===== config.mk =====
export PLATFORM = sky130hd
export DESIGN_NAME = contour_cell_segment_extractor_flat
export DESIGN_NICKNAME = d
export VERILOG_FILES = /design/src/design/cse_pkg.sv /design/src/design/cse_ifs.sv /design/src/design/cse_seq.sv /design/src/design/cse_classify.sv /design/src/design/cse_div_step.sv /design/src/design/cse_emit.sv /design/src/design/contour_cell_segment_extractor.sv /design/src/flat_wrapper.sv
export SDC_FILE = /design/constraint.sdc
export NUM_CORES = 2
export LEC_CHECK = 0
export BUFFER_PORTS_ARGS = -buffer_cell sky130_fd_sc_hd__buf_2
export CAP_MARGIN = 0
export CORE_MARGIN = 2
export CORE_UTILIZATION = 60
export DETAILED_ROUTE_END_ITERATION = 7
export MAX_ROUTING_LAYER = met4
export PLACE_DENSITY = 0.82
export RECOVER_POWER = 25
export SLEW_MARGIN = 30
export SYNTH_ARGS = -nofsm -noshare
export SYNTH_HDL_FRONTEND = slang
export SYNTH_SLANG_ARGS = --single-unit

===== constraint.sdc =====
create_clock -name clk -period 43.5 [get_ports clk]
set_input_delay 8.7 -clock clk [delete_from_list [all_inputs] [get_ports clk]]
set_output_delay 8.7 -clock clk [all_outputs]
set_load 0.01 [all_outputs]

===== src/design/cse_pkg.sv =====
// ----------------------------------------------------------------------------
// cse_pkg
// Shared constants, types and helper functions of the contour cell segment
// extractor.
// ----------------------------------------------------------------------------
package cse_pkg;

  localparam int COORD_FRAC_BITS = 8;
  localparam int GRID_SIDE       = 4096;
  localparam int MAX_LEVELS      = 4;
  localparam int NUM_LEVEL_REGS  = 4;

  localparam int POS_W      = 12;
  localparam int SAMPLE_W   = 16;
  localparam int Z_W        = SAMPLE_W + 2;         // heights times four
  localparam int H_W        = Z_W;                  // |height difference|
  localparam int COORD_W    = 20;
  localparam int DELTA_W    = COORD_FRAC_BITS + 2;  // edge delta, +-one pixel
  localparam int Q_W        = COORD_FRAC_BITS;      // fraction quotient bits
  localparam int BITS_PER_STEP = 2;
  localparam int DIV_STEPS  = Q_W / BITS_PER_STEP;
  localparam int LI_W       = 2;
  localparam int CNT_W      = 3;
  localparam int CFG_IDX_W  = 3;
  localparam int CFG_DATA_W = 16;

  localparam int COORD_ONE  = 1 << COORD_FRAC_BITS;
  localparam int COORD_HALF = COORD_ONE >> 1;

  // register indexes
  localparam logic [CFG_IDX_W-1:0] CFG_LEVEL_A   = 3'd0;
  localparam logic [CFG_IDX_W-1:0] CFG_LEVEL_B   = 3'd1;
  localparam logic [CFG_IDX_W-1:0] CFG_LEVEL_C   = 3'd2;
  localparam logic [CFG_IDX_W-1:0] CFG_LEVEL_D   = 3'd3;
  localparam logic [CFG_IDX_W-1:0] CFG_LEVELS_IN = 3'd4;
  localparam logic [CFG_IDX_W-1:0] CFG_DROP_FLAT = 3'd5;

  // vertex classes against a level
  localparam logic [1:0] SIDE_BELOW = 2'd0;
  localparam logic [1:0] SIDE_ON    = 2'd1;
  localparam logic [1:0] SIDE_ABOVE = 2'd2;

  // segment cases; I(p,q) is the interpolated crossing on edge p-q
  localparam logic [3:0] CASE_NONE    = 4'd0;
  localparam logic [3:0] CASE_AB      = 4'd1;
  localparam logic [3:0] CASE_BC      = 4'd2;
  localparam logic [3:0] CASE_CA      = 4'd3;
  localparam logic [3:0] CASE_A_IBC   = 4'd4;
  localparam logic [3:0] CASE_B_ICA   = 4'd5;
  localparam logic [3:0] CASE_C_IAB   = 4'd6;
  localparam logic [3:0] CASE_IAB_IBC = 4'd7;
  localparam logic [3:0] CASE_IBC_ICA = 4'd8;
  localparam logic [3:0] CASE_ICA_IAB = 4'd9;
  localparam logic [3:0] CASE_FLAT    = 4'd10;

  // indexed by side(A)*9 + side(B)*3 + side(C)
  localparam logic [3:0] CASE_TBL [27] = '{
    CASE_NONE,    CASE_NONE,  CASE_IBC_ICA,
    CASE_NONE,    CASE_BC,    CASE_B_ICA,
    CASE_IAB_IBC, CASE_C_IAB, CASE_ICA_IAB,
    CASE_NONE,    CASE_CA,    CASE_A_IBC,
    CASE_AB,      CASE_FLAT,  CASE_AB,
    CASE_A_IBC,   CASE_CA,    CASE_NONE,
    CASE_ICA_IAB, CASE_C_IAB, CASE_IAB_IBC,
    CASE_B_ICA,   CASE_BC,    CASE_NONE,
    CASE_IBC_ICA, CASE_NONE,  CASE_NONE
  };

  typedef struct packed {
    logic [COORD_W-1:0]    x;
    logic [COORD_W-1:0]    y;
    logic signed [Z_W-1:0] z;
  } vtx_t;

  // segment end: p + floor-ish(delta * a / s)
  typedef struct packed {
    logic [COORD_W-1:0]        x;
    logic [COORD_W-1:0]        y;
    logic signed [DELTA_W-1:0] dx;
    logic signed [DELTA_W-1:0] dy;
    logic [H_W-1:0]            a;
    logic [H_W-1:0]            s;
  } ep_t;

  typedef struct packed {
    logic [H_W-1:0] rem;
    logic [Q_W-1:0] q;
  } div_t;

  typedef struct packed {
    logic                  v;
    logic                  seg;
    logic                  fin;
    logic [LI_W-1:0]       li;
    logic signed [Z_W-1:0] lv;
    vtx_t                  a;
    vtx_t                  b;
    vtx_t                  c;
  } tri_t;

  typedef struct packed {
    logic            v;
    logic            seg;
    logic            fin;
    logic [LI_W-1:0] li;
    ep_t             s;
    ep_t             e;
    div_t            ds;
    div_t            de;
  } pipe_t;

  typedef struct packed {
    logic [LI_W-1:0]    li;
    logic [COORD_W-1:0] sx;
    logic [COORD_W-1:0] sy;
    logic [COORD_W-1:0] ex;
    logic [COORD_W-1:0] ey;
  } seg_t;

  typedef struct packed {
    logic [NUM_LEVEL_REGS-1:0][SAMPLE_W-1:0] level;
    logic [CNT_W-1:0]                        n;
    logic                                    drop;
  } cfg_t;

  function automatic logic [1:0] side_of(logic signed [Z_W-1:0] z,
                                         logic signed [Z_W-1:0] lv);
    if (z > lv) return SIDE_ABOVE;
    if (z < lv) return SIDE_BELOW;
    return SIDE_ON;
  endfunction

  // one restoring division step, rem < s holds before and after
  function automatic div_t div_step(div_t d, logic [H_W-1:0] s);
    logic [H_W:0] t;
    div_t r;
    t = {d.rem, 1'b0};
    if (t >= {1'b0, s}) begin
      r.rem = H_W'(t - {1'b0, s});
      r.q   = {d.q[Q_W-2:0], 1'b1};
    end else begin
      r.rem = t[H_W-1:0];
      r.q   = {d.q[Q_W-2:0], 1'b0};
    end
    return r;
  endfunction

endpackage


===== src/design/cse_ifs.sv =====
// ----------------------------------------------------------------------------
// cse_ifs
// Valid/ready channels: grid cells in, contour segments out.
// ----------------------------------------------------------------------------
interface cse_cell_if import cse_pkg::*; ();
  logic                       valid;
  logic                       ready;
  logic [POS_W-1:0]           cell_col;
  logic [POS_W-1:0]           cell_row;
  logic signed [SAMPLE_W-1:0] corner_tl;
  logic signed [SAMPLE_W-1:0] corner_tr;
  logic signed [SAMPLE_W-1:0] corner_br;
  logic signed [SAMPLE_W-1:0] corner_bl;

  modport source(output valid, cell_col, cell_row, corner_tl, corner_tr,
                 corner_br, corner_bl, input ready);
  modport sink(input valid, cell_col, cell_row, corner_tl, corner_tr,
               corner_br, corner_bl, output ready);
endinterface

interface cse_seg_if import cse_pkg::*; ();
  logic               valid;
  logic               ready;
  logic [LI_W-1:0]    level_index;
  logic [COORD_W-1:0] start_x;
  logic [COORD_W-1:0] start_y;
  logic [COORD_W-1:0] end_x;
  logic [COORD_W-1:0] end_y;
  logic               last_segment;

  modport source(output valid, level_index, start_x, start_y, end_x, end_y,
                 last_segment, input ready);
  modport sink(input valid, level_index, start_x, start_y, end_x, end_y,
               last_segment, output ready);
endinterface


===== src/design/cse_seq.sv =====
// ----------------------------------------------------------------------------
// cse_seq
// Cell capture and slot sequencer: one (level, triangle) slot per cycle while
// adv is high, then an end-of-cell slot (only that slot if the cell tests fail).
// ----------------------------------------------------------------------------
module cse_seq import cse_pkg::*; (
  input  logic        clk,
  input  logic        rst_n,
  cse_cell_if.sink    in_ch,
  input  cfg_t        cfg,
  input  logic        adv,
  output tri_t        tri_o
);

  localparam logic [1:0] ST_IDLE = 2'd0;
  localparam logic [1:0] ST_RUN  = 2'd1;
  localparam logic [1:0] ST_FIN  = 2'd2;

  logic [1:0] state_r, state_nxt;
  logic [LI_W-1:0] li_r, li_nxt;
  logic [1:0] tn_r, tn_nxt;
  tri_t tri_r, tri_nxt;

  logic [POS_W-1:0] col_r, row_r;
  logic [3:0][SAMPLE_W-1:0] smp_r;
  logic signed [SAMPLE_W-1:0] zmin_r, zmax_r;
  logic signed [Z_W-1:0] zsum_r;

  logic accept, issue, ok, in_rng, is_last;
  logic signed [SAMPLE_W-1:0] mn0, mn1, mx0, mx1, lvl, lv_last;
  logic [LI_W-1:0] li_top;
  logic [COORD_W-1:0] x0, x1, y0, y1;

  assign in_ch.ready = (state_r == ST_IDLE);
  assign accept      = in_ch.valid && in_ch.ready;
  assign issue       = adv && (state_r != ST_IDLE);
  assign tri_o       = tri_r;

  always_comb begin
    mn0 = (in_ch.corner_tl < in_ch.corner_tr) ? in_ch.corner_tl : in_ch.corner_tr;
    mn1 = (in_ch.corner_br < in_ch.corner_bl) ? in_ch.corner_br : in_ch.corner_bl;
    mx0 = (in_ch.corner_tl > in_ch.corner_tr) ? in_ch.corner_tl : in_ch.corner_tr;
    mx1 = (in_ch.corner_br > in_ch.corner_bl) ? in_ch.corner_br : in_ch.corner_bl;
  end

  always_ff @(posedge clk) begin
    if (accept) begin
      col_r  <= in_ch.cell_col;
      row_r  <= in_ch.cell_row;
      smp_r  <= {in_ch.corner_bl, in_ch.corner_br, in_ch.corner_tr, in_ch.corner_tl};
      zmin_r <= (mn0 < mn1) ? mn0 : mn1;
      zmax_r <= (mx0 > mx1) ? mx0 : mx1;
      zsum_r <= Z_W'(in_ch.corner_tl) + Z_W'(in_ch.corner_tr)
              + Z_W'(in_ch.corner_br) + Z_W'(in_ch.corner_bl);
    end
  end

  function automatic vtx_t corner_of(logic [1:0] idx, logic [COORD_W-1:0] xl,
                                     logic [COORD_W-1:0] xh, logic [COORD_W-1:0] yl,
                                     logic [COORD_W-1:0] yh,
                                     logic [3:0][SAMPLE_W-1:0] smp);
    vtx_t r;
    r.z = {smp[idx], 2'b00};
    case (idx)
      2'd0:    begin r.x = xl; r.y = yl; end
      2'd1:    begin r.x = xh; r.y = yl; end
      2'd2:    begin r.x = xh; r.y = yh; end
      default: begin r.x = xl; r.y = yh; end
    endcase
    return r;
  endfunction

  always_comb begin
    li_top  = LI_W'(cfg.n - CNT_W'(1));
    lv_last = $signed(cfg.level[li_top]);
    ok = (cfg.n != '0)
      && ({1'b0, col_r} <= (POS_W + 1)'(GRID_SIDE - 2))
      && ({1'b0, row_r} <= (POS_W + 1)'(GRID_SIDE - 2))
      && (zmax_r >= $signed(cfg.level[0]))
      && (zmin_r <= lv_last);
    lvl     = $signed(cfg.level[li_r]);
    in_rng  = (lvl >= zmin_r) && (lvl <= zmax_r);
    is_last = (li_r == li_top) && (tn_r == 2'd3);

    x0 = {col_r, COORD_FRAC_BITS'(0)};
    y0 = {row_r, COORD_FRAC_BITS'(0)};
    x1 = {POS_W'(col_r + POS_W'(1)), COORD_FRAC_BITS'(0)};
    y1 = {POS_W'(row_r + POS_W'(1)), COORD_FRAC_BITS'(0)};

    tri_nxt = tri_r;
    if (adv) begin
      tri_nxt.v   = issue;
      tri_nxt.seg = (state_r == ST_RUN) && ok && in_rng;
      tri_nxt.fin = (state_r == ST_FIN) || ((state_r == ST_RUN) && !ok);
      tri_nxt.li  = li_r;
      tri_nxt.lv  = {lvl, 2'b00};
      tri_nxt.a   = corner_of(tn_r, x0, x1, y0, y1, smp_r);
      tri_nxt.c   = corner_of(2'(tn_r + 2'd1), x0, x1, y0, y1, smp_r);
      tri_nxt.b.x = x0 + COORD_W'(COORD_HALF);
      tri_nxt.b.y = y0 + COORD_W'(COORD_HALF);
      tri_nxt.b.z = zsum_r;
    end

    state_nxt = state_r;
    li_nxt    = li_r;
    tn_nxt    = tn_r;
    case (state_r)
      ST_IDLE: begin
        if (accept) begin
          state_nxt = ST_RUN;
          li_nxt    = '0;
          tn_nxt    = '0;
        end
      end
      ST_RUN: begin
        if (issue) begin
          if (!ok) begin
            state_nxt = ST_IDLE;
          end else if (is_last) begin
            state_nxt = ST_FIN;
          end else begin
            tn_nxt = 2'(tn_r + 2'd1);
            if (tn_r == 2'd3) li_nxt = LI_W'(li_r + LI_W'(1));
          end
        end
      end
      ST_FIN: begin
        if (issue) state_nxt = ST_IDLE;
      end
      default: state_nxt = ST_IDLE;
    endcase
  end

  always_ff @(posedge clk) begin
    if (!rst_n) begin
      state_r <= ST_IDLE;
      li_r    <= '0;
      tn_r    <= '0;
      tri_r.v <= 1'b0;
    end else begin
      state_r <= state_nxt;
      li_r    <= li_nxt;
      tn_r    <= tn_nxt;
      tri_r   <= tri_nxt;
    end
  end

endmodule


===== src/design/cse_classify.sv =====
// ----------------------------------------------------------------------------
// cse_classify
// Classes the triangle vertices against the level, looks up the case and sets
// up both segment ends for the fraction divider.
// ----------------------------------------------------------------------------
module cse_classify import cse_pkg::*; (
  input  logic  clk,
  input  logic  rst_n,
  input  tri_t  tri_i,
  input  logic  drop,
  input  logic  adv,
  output pipe_t p_o
);

  pipe_t p_r, p_nxt;
  logic [3:0] k;
  logic [1:0] sa, sb, sc;
  ep_t s_ep, e_ep;

  function automatic ep_t vtx_ep(vtx_t p);
    ep_t r;
    r.x  = p.x;
    r.y  = p.y;
    r.dx = '0;
    r.dy = '0;
    r.a  = '0;
    r.s  = H_W'(1);
    return r;
  endfunction

  // crossing on edge p-q; p and q lie strictly on opposite sides
  function automatic ep_t int_ep(vtx_t p, vtx_t q, logic signed [Z_W-1:0] lv);
    ep_t r;
    logic signed [Z_W:0] hp, dq;
    hp   = (Z_W + 1)'(p.z) - (Z_W + 1)'(lv);
    dq   = (Z_W + 1)'(q.z) - (Z_W + 1)'(p.z);
    r.x  = p.x;
    r.y  = p.y;
    r.dx = DELTA_W'(q.x - p.x);
    r.dy = DELTA_W'(q.y - p.y);
    r.a  = H_W'((hp < 0) ? -hp : hp);
    r.s  = H_W'((dq < 0) ? -dq : dq);
    return r;
  endfunction

  always_comb begin
    sa = side_of(tri_i.a.z, tri_i.lv);
    sb = side_of(tri_i.b.z, tri_i.lv);
    sc = side_of(tri_i.c.z, tri_i.lv);
    k  = CASE_TBL[5'(sa) * 5'd9 + 5'(sb) * 5'd3 + 5'(sc)];

    s_ep = vtx_ep(tri_i.a);
    e_ep = vtx_ep(tri_i.a);
    case (k)
      CASE_AB:      begin s_ep = vtx_ep(tri_i.a); e_ep = vtx_ep(tri_i.b); end
      CASE_BC:      begin s_ep = vtx_ep(tri_i.b); e_ep = vtx_ep(tri_i.c); end
      CASE_CA:      begin s_ep = vtx_ep(tri_i.c); e_ep = vtx_ep(tri_i.a); end
      CASE_A_IBC:   begin
        s_ep = vtx_ep(tri_i.a);
        e_ep = int_ep(tri_i.b, tri_i.c, tri_i.lv);
      end
      CASE_B_ICA:   begin
        s_ep = vtx_ep(tri_i.b);
        e_ep = int_ep(tri_i.c, tri_i.a, tri_i.lv);
      end
      CASE_C_IAB:   begin
        s_ep = vtx_ep(tri_i.c);
        e_ep = int_ep(tri_i.a, tri_i.b, tri_i.lv);
      end
      CASE_IAB_IBC: begin
        s_ep = int_ep(tri_i.a, tri_i.b, tri_i.lv);
        e_ep = int_ep(tri_i.b, tri_i.c, tri_i.lv);
      end
      CASE_IBC_ICA: begin
        s_ep = int_ep(tri_i.b, tri_i.c, tri_i.lv);
        e_ep = int_ep(tri_i.c, tri_i.a, tri_i.lv);
      end
      CASE_ICA_IAB: begin
        s_ep = int_ep(tri_i.c, tri_i.a, tri_i.lv);
        e_ep = int_ep(tri_i.a, tri_i.b, tri_i.lv);
      end
      CASE_FLAT:    begin s_ep = vtx_ep(tri_i.c); e_ep = vtx_ep(tri_i.a); end
      default:      begin s_ep = vtx_ep(tri_i.a); e_ep = vtx_ep(tri_i.a); end
    endcase

    p_nxt = p_r;
    if (adv) begin
      p_nxt.v      = tri_i.v;
      p_nxt.seg    = tri_i.seg && (k != CASE_NONE) && !((k == CASE_FLAT) && drop);
      p_nxt.fin    = tri_i.fin;
      p_nxt.li     = tri_i.li;
      p_nxt.s      = s_ep;
      p_nxt.e      = e_ep;
      p_nxt.ds.rem = s_ep.a;
      p_nxt.ds.q   = '0;
      p_nxt.de.rem = e_ep.a;
      p_nxt.de.q   = '0;
    end
  end

  always_ff @(posedge clk) begin
    if (!rst_n) p_r.v <= 1'b0;
    else        p_r   <= p_nxt;
  end

  assign p_o = p_r;

endmodule


===== src/design/cse_div_step.sv =====
// ----------------------------------------------------------------------------
// cse_div_step
// One register stage of the fraction divider: two quotient bits for both
// segment ends.
// ----------------------------------------------------------------------------
module cse_div_step import cse_pkg::*; (
  input  logic  clk,
  input  logic  rst_n,
  input  pipe_t p_i,
  input  logic  adv,
  output pipe_t p_o
);

  pipe_t p_r, p_nxt;

  always_comb begin
    p_nxt = p_r;
    if (adv) begin
      p_nxt = p_i;
      for (int i = 0; i < BITS_PER_STEP; i++) begin
        p_nxt.ds = div_step(p_nxt.ds, p_i.s.s);
        p_nxt.de = div_step(p_nxt.de, p_i.e.s);
      end
    end
  end

  always_ff @(posedge clk) begin
    if (!rst_n) p_r.v <= 1'b0;
    else        p_r   <= p_nxt;
  end

  assign p_o = p_r;

endmodule


===== src/design/cse_emit.sv =====
// ----------------------------------------------------------------------------
// cse_emit
// Final coordinates, one-item hold-back to mark the last segment of a cell,
// and the output register. Owns the pipeline advance.
// ----------------------------------------------------------------------------
module cse_emit import cse_pkg::*; (
  input  logic     clk,
  input  logic     rst_n,
  input  pipe_t    p_i,
  output logic     adv,
  cse_seg_if.source out_ch
);

  seg_t pend_r, pend_nxt, out_r, out_nxt, seg_new;
  logic pend_v_r, pend_v_nxt, out_v_r, out_v_nxt, out_last_r, out_last_nxt;

  // p + delta * a / s, rounded down (toward minus infinity)
  function automatic logic [COORD_W-1:0] fin_coord(logic [COORD_W-1:0] p,
                                                   logic signed [DELTA_W-1:0] d,
                                                   div_t dv);
    logic [DELTA_W-1:0] mag;
    logic [Q_W-1:0] fl;
    logic ex;
    mag = (d < 0) ? DELTA_W'(-d) : DELTA_W'(d);
    if (mag == DELTA_W'(COORD_ONE)) begin
      fl = dv.q;
      ex = (dv.rem == '0);
    end else if (mag == DELTA_W'(COORD_HALF)) begin
      fl = dv.q >> 1;
      ex = (dv.rem == '0) && !dv.q[0];
    end else begin
      fl = '0;
      ex = 1'b1;
    end
    if (d < 0) return p - COORD_W'(fl) - {{(COORD_W-1){1'b0}}, ~ex};
    return p + COORD_W'(fl);
  endfunction

  assign adv = !out_v_r || out_ch.ready;

  always_comb begin
    seg_new.li = p_i.li;
    seg_new.sx = fin_coord(p_i.s.x, p_i.s.dx, p_i.ds);
    seg_new.sy = fin_coord(p_i.s.y, p_i.s.dy, p_i.ds);
    seg_new.ex = fin_coord(p_i.e.x, p_i.e.dx, p_i.de);
    seg_new.ey = fin_coord(p_i.e.y, p_i.e.dy, p_i.de);

    pend_nxt     = pend_r;
    pend_v_nxt   = pend_v_r;
    out_nxt      = out_r;
    out_v_nxt    = out_v_r;
    out_last_nxt = out_last_r;
    if (adv) begin
      out_v_nxt = 1'b0;
      if (p_i.v && p_i.seg) begin
        if (pend_v_r) begin
          out_nxt      = pend_r;
          out_last_nxt = 1'b0;
          out_v_nxt    = 1'b1;
        end
        pend_nxt   = seg_new;
        pend_v_nxt = 1'b1;
      end else if (p_i.v && p_i.fin) begin
        // end of cell: the held segment is the last one
        if (pend_v_r) begin
          out_nxt      = pend_r;
          out_last_nxt = 1'b1;
          out_v_nxt    = 1'b1;
        end
        pend_v_nxt = 1'b0;
      end
    end
  end

  always_ff @(posedge clk) begin
    if (!rst_n) begin
      pend_v_r <= 1'b0;
      out_v_r  <= 1'b0;
    end else begin
      pend_v_r <= pend_v_nxt;
      out_v_r  <= out_v_nxt;
    end
  end

  always_ff @(posedge clk) begin
    pend_r     <= pend_nxt;
    out_r      <= out_nxt;
    out_last_r <= out_last_nxt;
  end

  assign out_ch.valid        = out_v_r;
  assign out_ch.level_index  = out_r.li;
  assign out_ch.start_x      = out_r.sx;
  assign out_ch.start_y      = out_r.sy;
  assign out_ch.end_x        = out_r.ex;
  assign out_ch.end_y        = out_r.ey;
  assign out_ch.last_segment = out_last_r;

endmodule


===== src/design/contour_cell_segment_extractor.sv =====
// ----------------------------------------------------------------------------
// contour_cell_segment_extractor
// Contouring of one grid cell over four triangles around the cell centre.
// ----------------------------------------------------------------------------
// A cell is taken when the sequencer is idle, in a cycle of its own. A cell that
// passes the grid and level range tests then occupies the sequencer for one
// slot per active level and triangle plus an end slot; any other cell frees
// the sequencer after a single end slot. Slots then run through an 8-register
// pipeline (slot, classify, four divider stages of two fraction bits each,
// hold-back, output) at one slot per cycle, so segments leave at up to one per
// cycle. A stall on the output freezes the whole pipeline, sequencer included.
module contour_cell_segment_extractor import cse_pkg::*; (
  input  logic                  clk,
  input  logic                  rst_n,
  cse_cell_if.sink              in_ch,
  cse_seg_if.source             out_ch,
  input  logic                  cfg_we,
  input  logic [CFG_IDX_W-1:0]  cfg_index,
  input  logic [CFG_DATA_W-1:0] cfg_data
);

  logic [NUM_LEVEL_REGS-1:0][SAMPLE_W-1:0] level_r;
  logic [CNT_W-1:0] lvl_use_r;
  logic drop_r;
  cfg_t cfg;
  logic adv;
  tri_t tri_s;
  pipe_t pipe_s [DIV_STEPS+1];

  always_ff @(posedge clk) begin
    if (!rst_n) begin
      level_r   <= '0;
      lvl_use_r <= CNT_W'(1);
      drop_r    <= 1'b0;
    end else if (cfg_we) begin
      case (cfg_index)
        CFG_LEVEL_A:   level_r[0] <= cfg_data[SAMPLE_W-1:0];
        CFG_LEVEL_B:   level_r[1] <= cfg_data[SAMPLE_W-1:0];
        CFG_LEVEL_C:   level_r[2] <= cfg_data[SAMPLE_W-1:0];
        CFG_LEVEL_D:   level_r[3] <= cfg_data[SAMPLE_W-1:0];
        CFG_LEVELS_IN: lvl_use_r  <= cfg_data[CNT_W-1:0];
        CFG_DROP_FLAT: drop_r     <= cfg_data[0];
        default: ;
      endcase
    end
  end

  always_comb begin
    cfg.level = level_r;
    cfg.n     = (lvl_use_r > CNT_W'(MAX_LEVELS)) ? CNT_W'(MAX_LEVELS) : lvl_use_r;
    cfg.drop  = drop_r;
  end

  cse_seq u_seq (
    .clk   (clk),
    .rst_n (rst_n),
    .in_ch (in_ch),
    .cfg   (cfg),
    .adv   (adv),
    .tri_o (tri_s)
  );

  cse_classify u_classify (
    .clk   (clk),
    .rst_n (rst_n),
    .tri_i (tri_s),
    .drop  (cfg.drop),
    .adv   (adv),
    .p_o   (pipe_s[0])
  );

  for (genvar g = 0; g < DIV_STEPS; g++) begin : g_div
    cse_div_step u_div (
      .clk   (clk),
      .rst_n (rst_n),
      .p_i   (pipe_s[g]),
      .adv   (adv),
      .p_o   (pipe_s[g+1])
    );
  end

  cse_emit u_emit (
    .clk    (clk),
    .rst_n  (rst_n),
    .p_i    (pipe_s[DIV_STEPS]),
    .adv    (adv),
    .out_ch (out_ch)
  );

endmodule

===== src/flat_wrapper.sv =====
// flat-port wrapper written by rule: the top's interface ports become plain ports
module contour_cell_segment_extractor_flat import cse_pkg::*;
  (clk, rst_n, cfg_we, cfg_index, cfg_data, in_ch_valid, in_ch_cell_col, in_ch_cell_row, in_ch_corner_tl, in_ch_corner_tr, in_ch_corner_br, in_ch_corner_bl, in_ch_ready, out_ch_valid, out_ch_level_index, out_ch_start_x, out_ch_start_y, out_ch_end_x, out_ch_end_y, out_ch_last_segment, out_ch_ready);
  cse_cell_if in_ch_i ();
  cse_seg_if out_ch_i ();
  input  logic clk;
  input  logic rst_n;
  input  logic cfg_we;
  input  logic [CFG_IDX_W-1:0] cfg_index;
  input  logic [CFG_DATA_W-1:0] cfg_data;
  input wire logic [$bits(in_ch_i.valid)-1:0] in_ch_valid;
  input wire logic [$bits(in_ch_i.cell_col)-1:0] in_ch_cell_col;
  input wire logic [$bits(in_ch_i.cell_row)-1:0] in_ch_cell_row;
  input wire logic [$bits(in_ch_i.corner_tl)-1:0] in_ch_corner_tl;
  input wire logic [$bits(in_ch_i.corner_tr)-1:0] in_ch_corner_tr;
  input wire logic [$bits(in_ch_i.corner_br)-1:0] in_ch_corner_br;
  input wire logic [$bits(in_ch_i.corner_bl)-1:0] in_ch_corner_bl;
  output wire logic [$bits(in_ch_i.ready)-1:0] in_ch_ready;
  output wire logic [$bits(out_ch_i.valid)-1:0] out_ch_valid;
  output wire logic [$bits(out_ch_i.level_index)-1:0] out_ch_level_index;
  output wire logic [$bits(out_ch_i.start_x)-1:0] out_ch_start_x;
  output wire logic [$bits(out_ch_i.start_y)-1:0] out_ch_start_y;
  output wire logic [$bits(out_ch_i.end_x)-1:0] out_ch_end_x;
  output wire logic [$bits(out_ch_i.end_y)-1:0] out_ch_end_y;
  output wire logic [$bits(out_ch_i.last_segment)-1:0] out_ch_last_segment;
  input wire logic [$bits(out_ch_i.ready)-1:0] out_ch_ready;
  assign in_ch_i.valid = in_ch_valid;
  assign in_ch_i.cell_col = in_ch_cell_col;
  assign in_ch_i.cell_row = in_ch_cell_row;
  assign in_ch_i.corner_tl = in_ch_corner_tl;
  assign in_ch_i.corner_tr = in_ch_corner_tr;
  assign in_ch_i.corner_br = in_ch_corner_br;
  assign in_ch_i.corner_bl = in_ch_corner_bl;
  assign in_ch_ready = in_ch_i.ready;
  assign out_ch_valid = out_ch_i.valid;
  assign out_ch_level_index = out_ch_i.level_index;
  assign out_ch_start_x = out_ch_i.start_x;
  assign out_ch_start_y = out_ch_i.start_y;
  assign out_ch_end_x = out_ch_i.end_x;
  assign out_ch_end_y = out_ch_i.end_y;
  assign out_ch_last_segment = out_ch_i.last_segment;
  assign out_ch_i.ready = out_ch_ready;
  contour_cell_segment_extractor u_core (.clk(clk), .rst_n(rst_n), .in_ch(in_ch_i), .out_ch(out_ch_i), .cfg_we(cfg_we), .cfg_index(cfg_index), .cfg_data(cfg_data));
endmodule

### Word level (Yosys, flattened, before mapping)

Memory sizes are Yosys's and may differ from the RTL's.
Cells that the tools add are included.

* logic and storage cells: 485
* input port bits: 112
* output and inout bits: 85
* ROM bits: 128
* register bits after elaboration: 1577
* memories: 1

Memory list
* (no name shown): depth 32, width 4, rd ports 1, clocked after Yosys merged registers in 0, wr ports 0, line cse_classify.sv:50 `k = CASE_TBL[5'(sa) * 5'd9 + 5'(sb) * 5'd3 + 5'(sc)];`

* eq/ne operators: 40
* $mul: 2
* magnitude comparators: 50
* reduce and logical (&&, ||, !) cells: 54
* muxes and demuxes: 132
* bitwise logic cells: 5
* add/subtract/negate cells: 62

Operators with widths (number)
* $pmux W96 S5: 2
* $mux W26: 24
* $ge A19 B18 Y1: 16
* $sub A18 B18 Y18: 16
* $mux W82: 3
* $pmux W40 S3: 2
* $mux W16: 10
* $mux W20: 8
* $bmux W16 S2: 4
* $lt A19 B1 Y1 const B: 6
* $sub A18 B18 Y19: 6
* $mux W18: 6
* $neg A18 Y18: 6
* $add A20 B8 Y20: 4
* $sub A20 B1 Y20: 4
* $sub A20 B8 Y20: 4
* $sub A10 B10 Y10: 6
* $gt A18 B18 Y1: 3
* $lt A18 B18 Y1: 3
* $mux W2: 25
* $gt A16 B16 Y1: 3
* $lt A16 B16 Y1: 3
* $add A20 B8 Y20 const B: 2
* $eq A10 B8 Y1 const B: 4
* 57 further kinds: 175

### Depth between registers and ports, before layout

* depth in word-level cells: 16
* mapped depth: 28
* mapped depth without buffers: 26

### By module

From an unflattened synthesis, not the netlist that was laid out.

* cell total of the unflattened synthesis: 8536
* area, all modules: 99138.8 sq um

By module, submodules not included
* cse_div_step: area each 11813.8 sq um, cells an instance 846, instances 4
* cse_classify: area each 20533.4 sq um, cells an instance 2443, instances 1
* cse_seq: area each 17877.1 sq um, cells an instance 1436, instances 1
* cse_emit: area each 10929.2 sq um, cells an instance 1026, instances 1
* contour_cell_segment_extractor: area each 2543.7 sq um, cells an instance 247, instances 1

### Least setup slack after synthesis

Ideal clock, no wire load.

* kind: input -> register
* start: input out_ch_ready
* end: register u_core.g_div[0].u_div.p_r, in the netlist u_core.g_div[0].u_div.p_o[0], enable pin
* buffers on the path: 2
* required time: 42201 ps
* setup slack: 14262 ps
* stages on the path: 4
* arrival: 27939 ps
* cells stage by stage: nand2b_1 -> clkbuf_1 -> clkbuf_1 -> and2_1

* longest elaborated chain between the ends: 2

Ends and longest elaborated chain
* from (decl): line flat_wrapper.sv:26 `input wire logic [$bits(out_ch_i.ready)-1:0] out_ch_ready;`
* $logic_or A1 B1 Y1: line cse_emit.sv:39 `assign adv = !out_v_r || out_ch.ready;`
* $reduce_and A2 Y1 (no line)
* to (signal assigned): line cse_div_step.sv:29 `else p_r <= p_nxt;`
* to (decl): line cse_div_step.sv:14 `pipe_t p_r, p_nxt;`

No other way between the ends.
A chain may end at the register's enable or synchronous reset.

### Final worst setup path

* start: input in_ch_corner_tr[1]
* end: register u_core.u_seq.zmax_r[15] (data pin)

* longest elaborated chain between the ends: 4

Ends and longest elaborated chain
* from (decl): line flat_wrapper.sv:15 `input wire logic [$bits(in_ch_i.corner_tr)-1:0] in_ch_corner_tr;`
* $gt A16 B16 Y1: line cse_seq.sv:42 `mx0 = (in_ch.corner_tl > in_ch.corner_tr) ? in_ch.corner_tl : in_ch.corner_tr;`
* $mux W16 *: line cse_seq.sv:42
* $gt A16 B16 Y1: line cse_seq.sv:52 `zmax_r <= (mx0 > mx1) ? mx0 : mx1;`
* $mux W16 *: line cse_seq.sv:52
* to (signal assigned): line cse_seq.sv:52
* to (decl): line cse_seq.sv:26 `logic signed [SAMPLE_W-1:0] zmin_r, zmax_r;`

Mark *: on every way between the ends. The rest lies on a longest branch, timed or not.

==> impl_metrics.ini <==
[grt]
grt_pass1_wl_um = 302100
grt_remaining_overflow = 0
grt_util_all_layers_pct = 30.64
grt_pass1_vias = 53620
antenna_found_initial = 5
grt_max_degree = 206

[synthesis]
synthesis.area_um2 = 75830
synthTopCellsByCount = edfxtp_1 (1129), ha_1 (610), inv_1 (559), nand2_1 (517), nor2_1 (396)
async_flop_share_pct = 0
synth.most_common_cell = edfxtp_1
avgSynthCellArea_um2 = 10.97
synth_top_area_share_pct = 44.71
yosys.area.top_type = edfxtp_1
ys_types = 98
synth-warning-count = 0
synthTopCellsByArea = edfxtp_1 (45%), ha_1 (10%), xnor2_1 (3.6%), mux2_2 (3.0%), inv_1 (2.8%)
syn_inst = 6914
ys.flop_type = edfxtp_1
yosys_register_bits = 1211
seq_area_frac_synth_pct = 46.87
synth_edf_count = 1129
syn-num-nets = 7685

[timing]
max_freq_mhz = 74.69
max_slew_margin_pct = -21.77
skew_ns = 0.07181
drv_slew = 44
rsz0062_at_grt = no
finalHoldViolCount = 0
tightestPinTransition_ns = 1.827
hold_ws_ns = 0.3969
setup_viol = 0
final.setup.tns_ns = 0
fin_crit_ns = 13.39
finalCritPeriodShare_pct = 30.78

[finish]
nets = 7867
drive_gt1_share_pct = 11.17
final_util_pct = 66.19
area_growth_pct = 9.611
final_area_um2 = 83120

[setup_path]
crit_fanout = 16
r2r-start = u_core.u_seq.tri_o[177]$_DFFE_PP_
crit_required_ns = 43.98
critical_path.startpoint_type = input port
end_kind = flip-flop
reg2reg_depth = 26
crit_arrival_ns = 13.87
r2r_slack_ns = 34.51
crit_start = in_ch_corner_tr[1]
r2r_end = u_core.u_classify.p_o[24]$_DFFE_PP_
path_class = in2reg

[clock_tree]
clk_latency_ns = 0.78
clk_path_buf_depth = 3
root_buffer = clkbuf_16
cts_setup_buffers = 0
clock-sinks = 1211
htree_levels = 3
cts_buffers = 120
clkTransAtPathRegs_ns = 0.06
cts_hold_buffers = 0
tritoncts = yes
cts_resized = 0

[place]
dpl_cell_area_um2 = 78720
place_hpwl_um = 148500
place_congestion = 1.027
port_buffers = 196

[floorplan]
die_area_um2 = 129200
die_height_um = 359.5
die_x_um = 359.5
initial_core_util_pct = 60.39
rows = 130
pin_count = 197
coreArea_um2 = 125600

[outcome]
violations = capacitance limit, slew limit
status = complete, but fails checks

[hold_path]
hp-class = reg2reg
hp-start = u_core.g_div[1].u_div.p_o[68]$_DFFE_PP_
hold_depth = 0
min_to = u_core.g_div[2].u_div.p_o[68]$_DFFE_PP_

[job]
drv_cap = 2

[routing]
remaining_drc_errors = 0
final_antenna_net_count = 0
drtIter0Drc = 4950
via_per_inst = 6.230
routed_wl_um = 195600
dr_total_vias = 55170
dr.pass1.iters = 7
wire_per_inst_um = 22.08
## critical path: stages
cell and delay [ns]:
buf_2 0.13, inv_1 0.07, ha_1 0.29, nor2b_1 0.13
o21a_1 0.16, o21a_1 0.16, o21ai_0 0.16, a21boi_0 0.19
or4_1 0.54, and2_1 0.21, a31oi_2 0.15, buf_4 0.34
mux2i_1 0.27, inv_1 0.06, ha_1 0.33, nor2b_1 0.14
o21a_1 0.16, o21a_1 0.16, o21a_1 0.17, o21a_1 0.17
o21ai_0 0.15, nand2b_1 0.08, a21oi_1 0.28, o21a_1 0.18
a21oi_2 0.05, buf_4 0.26, mux2i_1 0.16
## through the flow
step | setup WS (ns) | std cells
after floorplan | 14.26 | 6914
after global placement | 29.34 | 8620
after detailed placement | 29.33 | 8620
after CTS | 30.15 | 8847
after global routing | 29.87 | 8855
final | 30.11 | 8855
## cell type report
cell class	count	area, um^2
tap	1650	2064
inverter	561	2106
antenna	4	10.01
timing repair buffer	265	1564
fill	9252	42450
clock buffer	136	3084
multi-input combinational	4937	37500
sequential	1211	35550
clock inverter	91	1242
## flip-flops by register name, summed over array words and instances (netlist names), 2 cells and up
| name | cells |
|---|---|
| u_core.u_seq.tn_r | 2 |
| u_core.u_emit.out_ch.start_y | 20 |
| u_core.u_seq.zmax_r | 16 |
| u_core.u_emit.out_ch.start_x | 20 |
| u_core.u_classify.p_o | 137 |
| u_core.u_emit.out_ch.end_y | 20 |
| u_core.u_emit.pend_r | 82 |
| u_core.u_seq.zsum_r | 18 |
| u_core.g_div.u_div.p_o | 552 |
| u_core.u_seq.smp_r | 64 |
| u_core.u_seq.row_r | 12 |
| u_core.u_emit.out_ch.level_index | 2 |
| u_core.u_seq.state_r | 2 |
| u_core.lvl_use_r | 3 |
| u_core.u_seq.col_r | 12 |
| u_core.u_seq.tri_o | 143 |
| u_core.cfg | 64 |
| u_core.u_seq.li_r | 2 |
| u_core.u_emit.out_ch.end_x | 20 |
| u_core.u_seq.zmin_r | 16 |
## cells in the final DEF, fill, tap and decap left out, types with 167 or more instances in the layout
cell type  count
mux2_2       200
buf_2        196
edfxtp_1    1129
o21ai_0      380
inv_1        559
nand2_1      517
xor2_1       171
xnor2_1      308
ha_1         610
a21oi_1      374
nor2_1       395
a21o_1       167
## layer usage
metal / track usage (%) / share of wire (%) / up-vias
li1: - / - / 26090
met1: 37.29 / 40 / 26440
met2: 51.22 / 49 / 2124
met3: 3.356 / 5.9 / 512
met4: 14.75 / 5.3 / 0
met5: - / 0 / -
## cells by family after synthesis
| family | Yosys count | share of synthesized area (%) |
|---|---|---|
| AOI/OAI and AO/OA | 1727 | 14.98 |
| xor gates and xnor gates | 481 | 5.555 |
| adders and majority gates | 659 | 11.36 |
| buffers and inverters | 766 | 3.843 |
| DFF | 1211 | 46.87 |
| muxes | 406 | 6.755 |
| and+or+nand+nor | 1664 | 10.64 |
## worst max-delay path by stage
stage               cells past startpoint                                      to
finish                                 27       u_core.u_seq.zmax_r[15]$_DFFE_PP_
global route                           27       u_core.u_seq.zmax_r[14]$_DFFE_PP_
CTS                                    27       u_core.u_seq.zmax_r[15]$_DFFE_PP_
detailed placement                     27        u_core.u_seq.zmax_r[2]$_DFFE_PP_
global placement                       27        u_core.u_seq.zmax_r[1]$_DFFE_PP_
floorplan                               4  u_core.g_div[0].u_div.p_o[0]$_DFFE_PP_
Power is left out: the tool's default activity adds up to more than one toggle a clock period on the data nets, which glitch-free logic cannot reach.
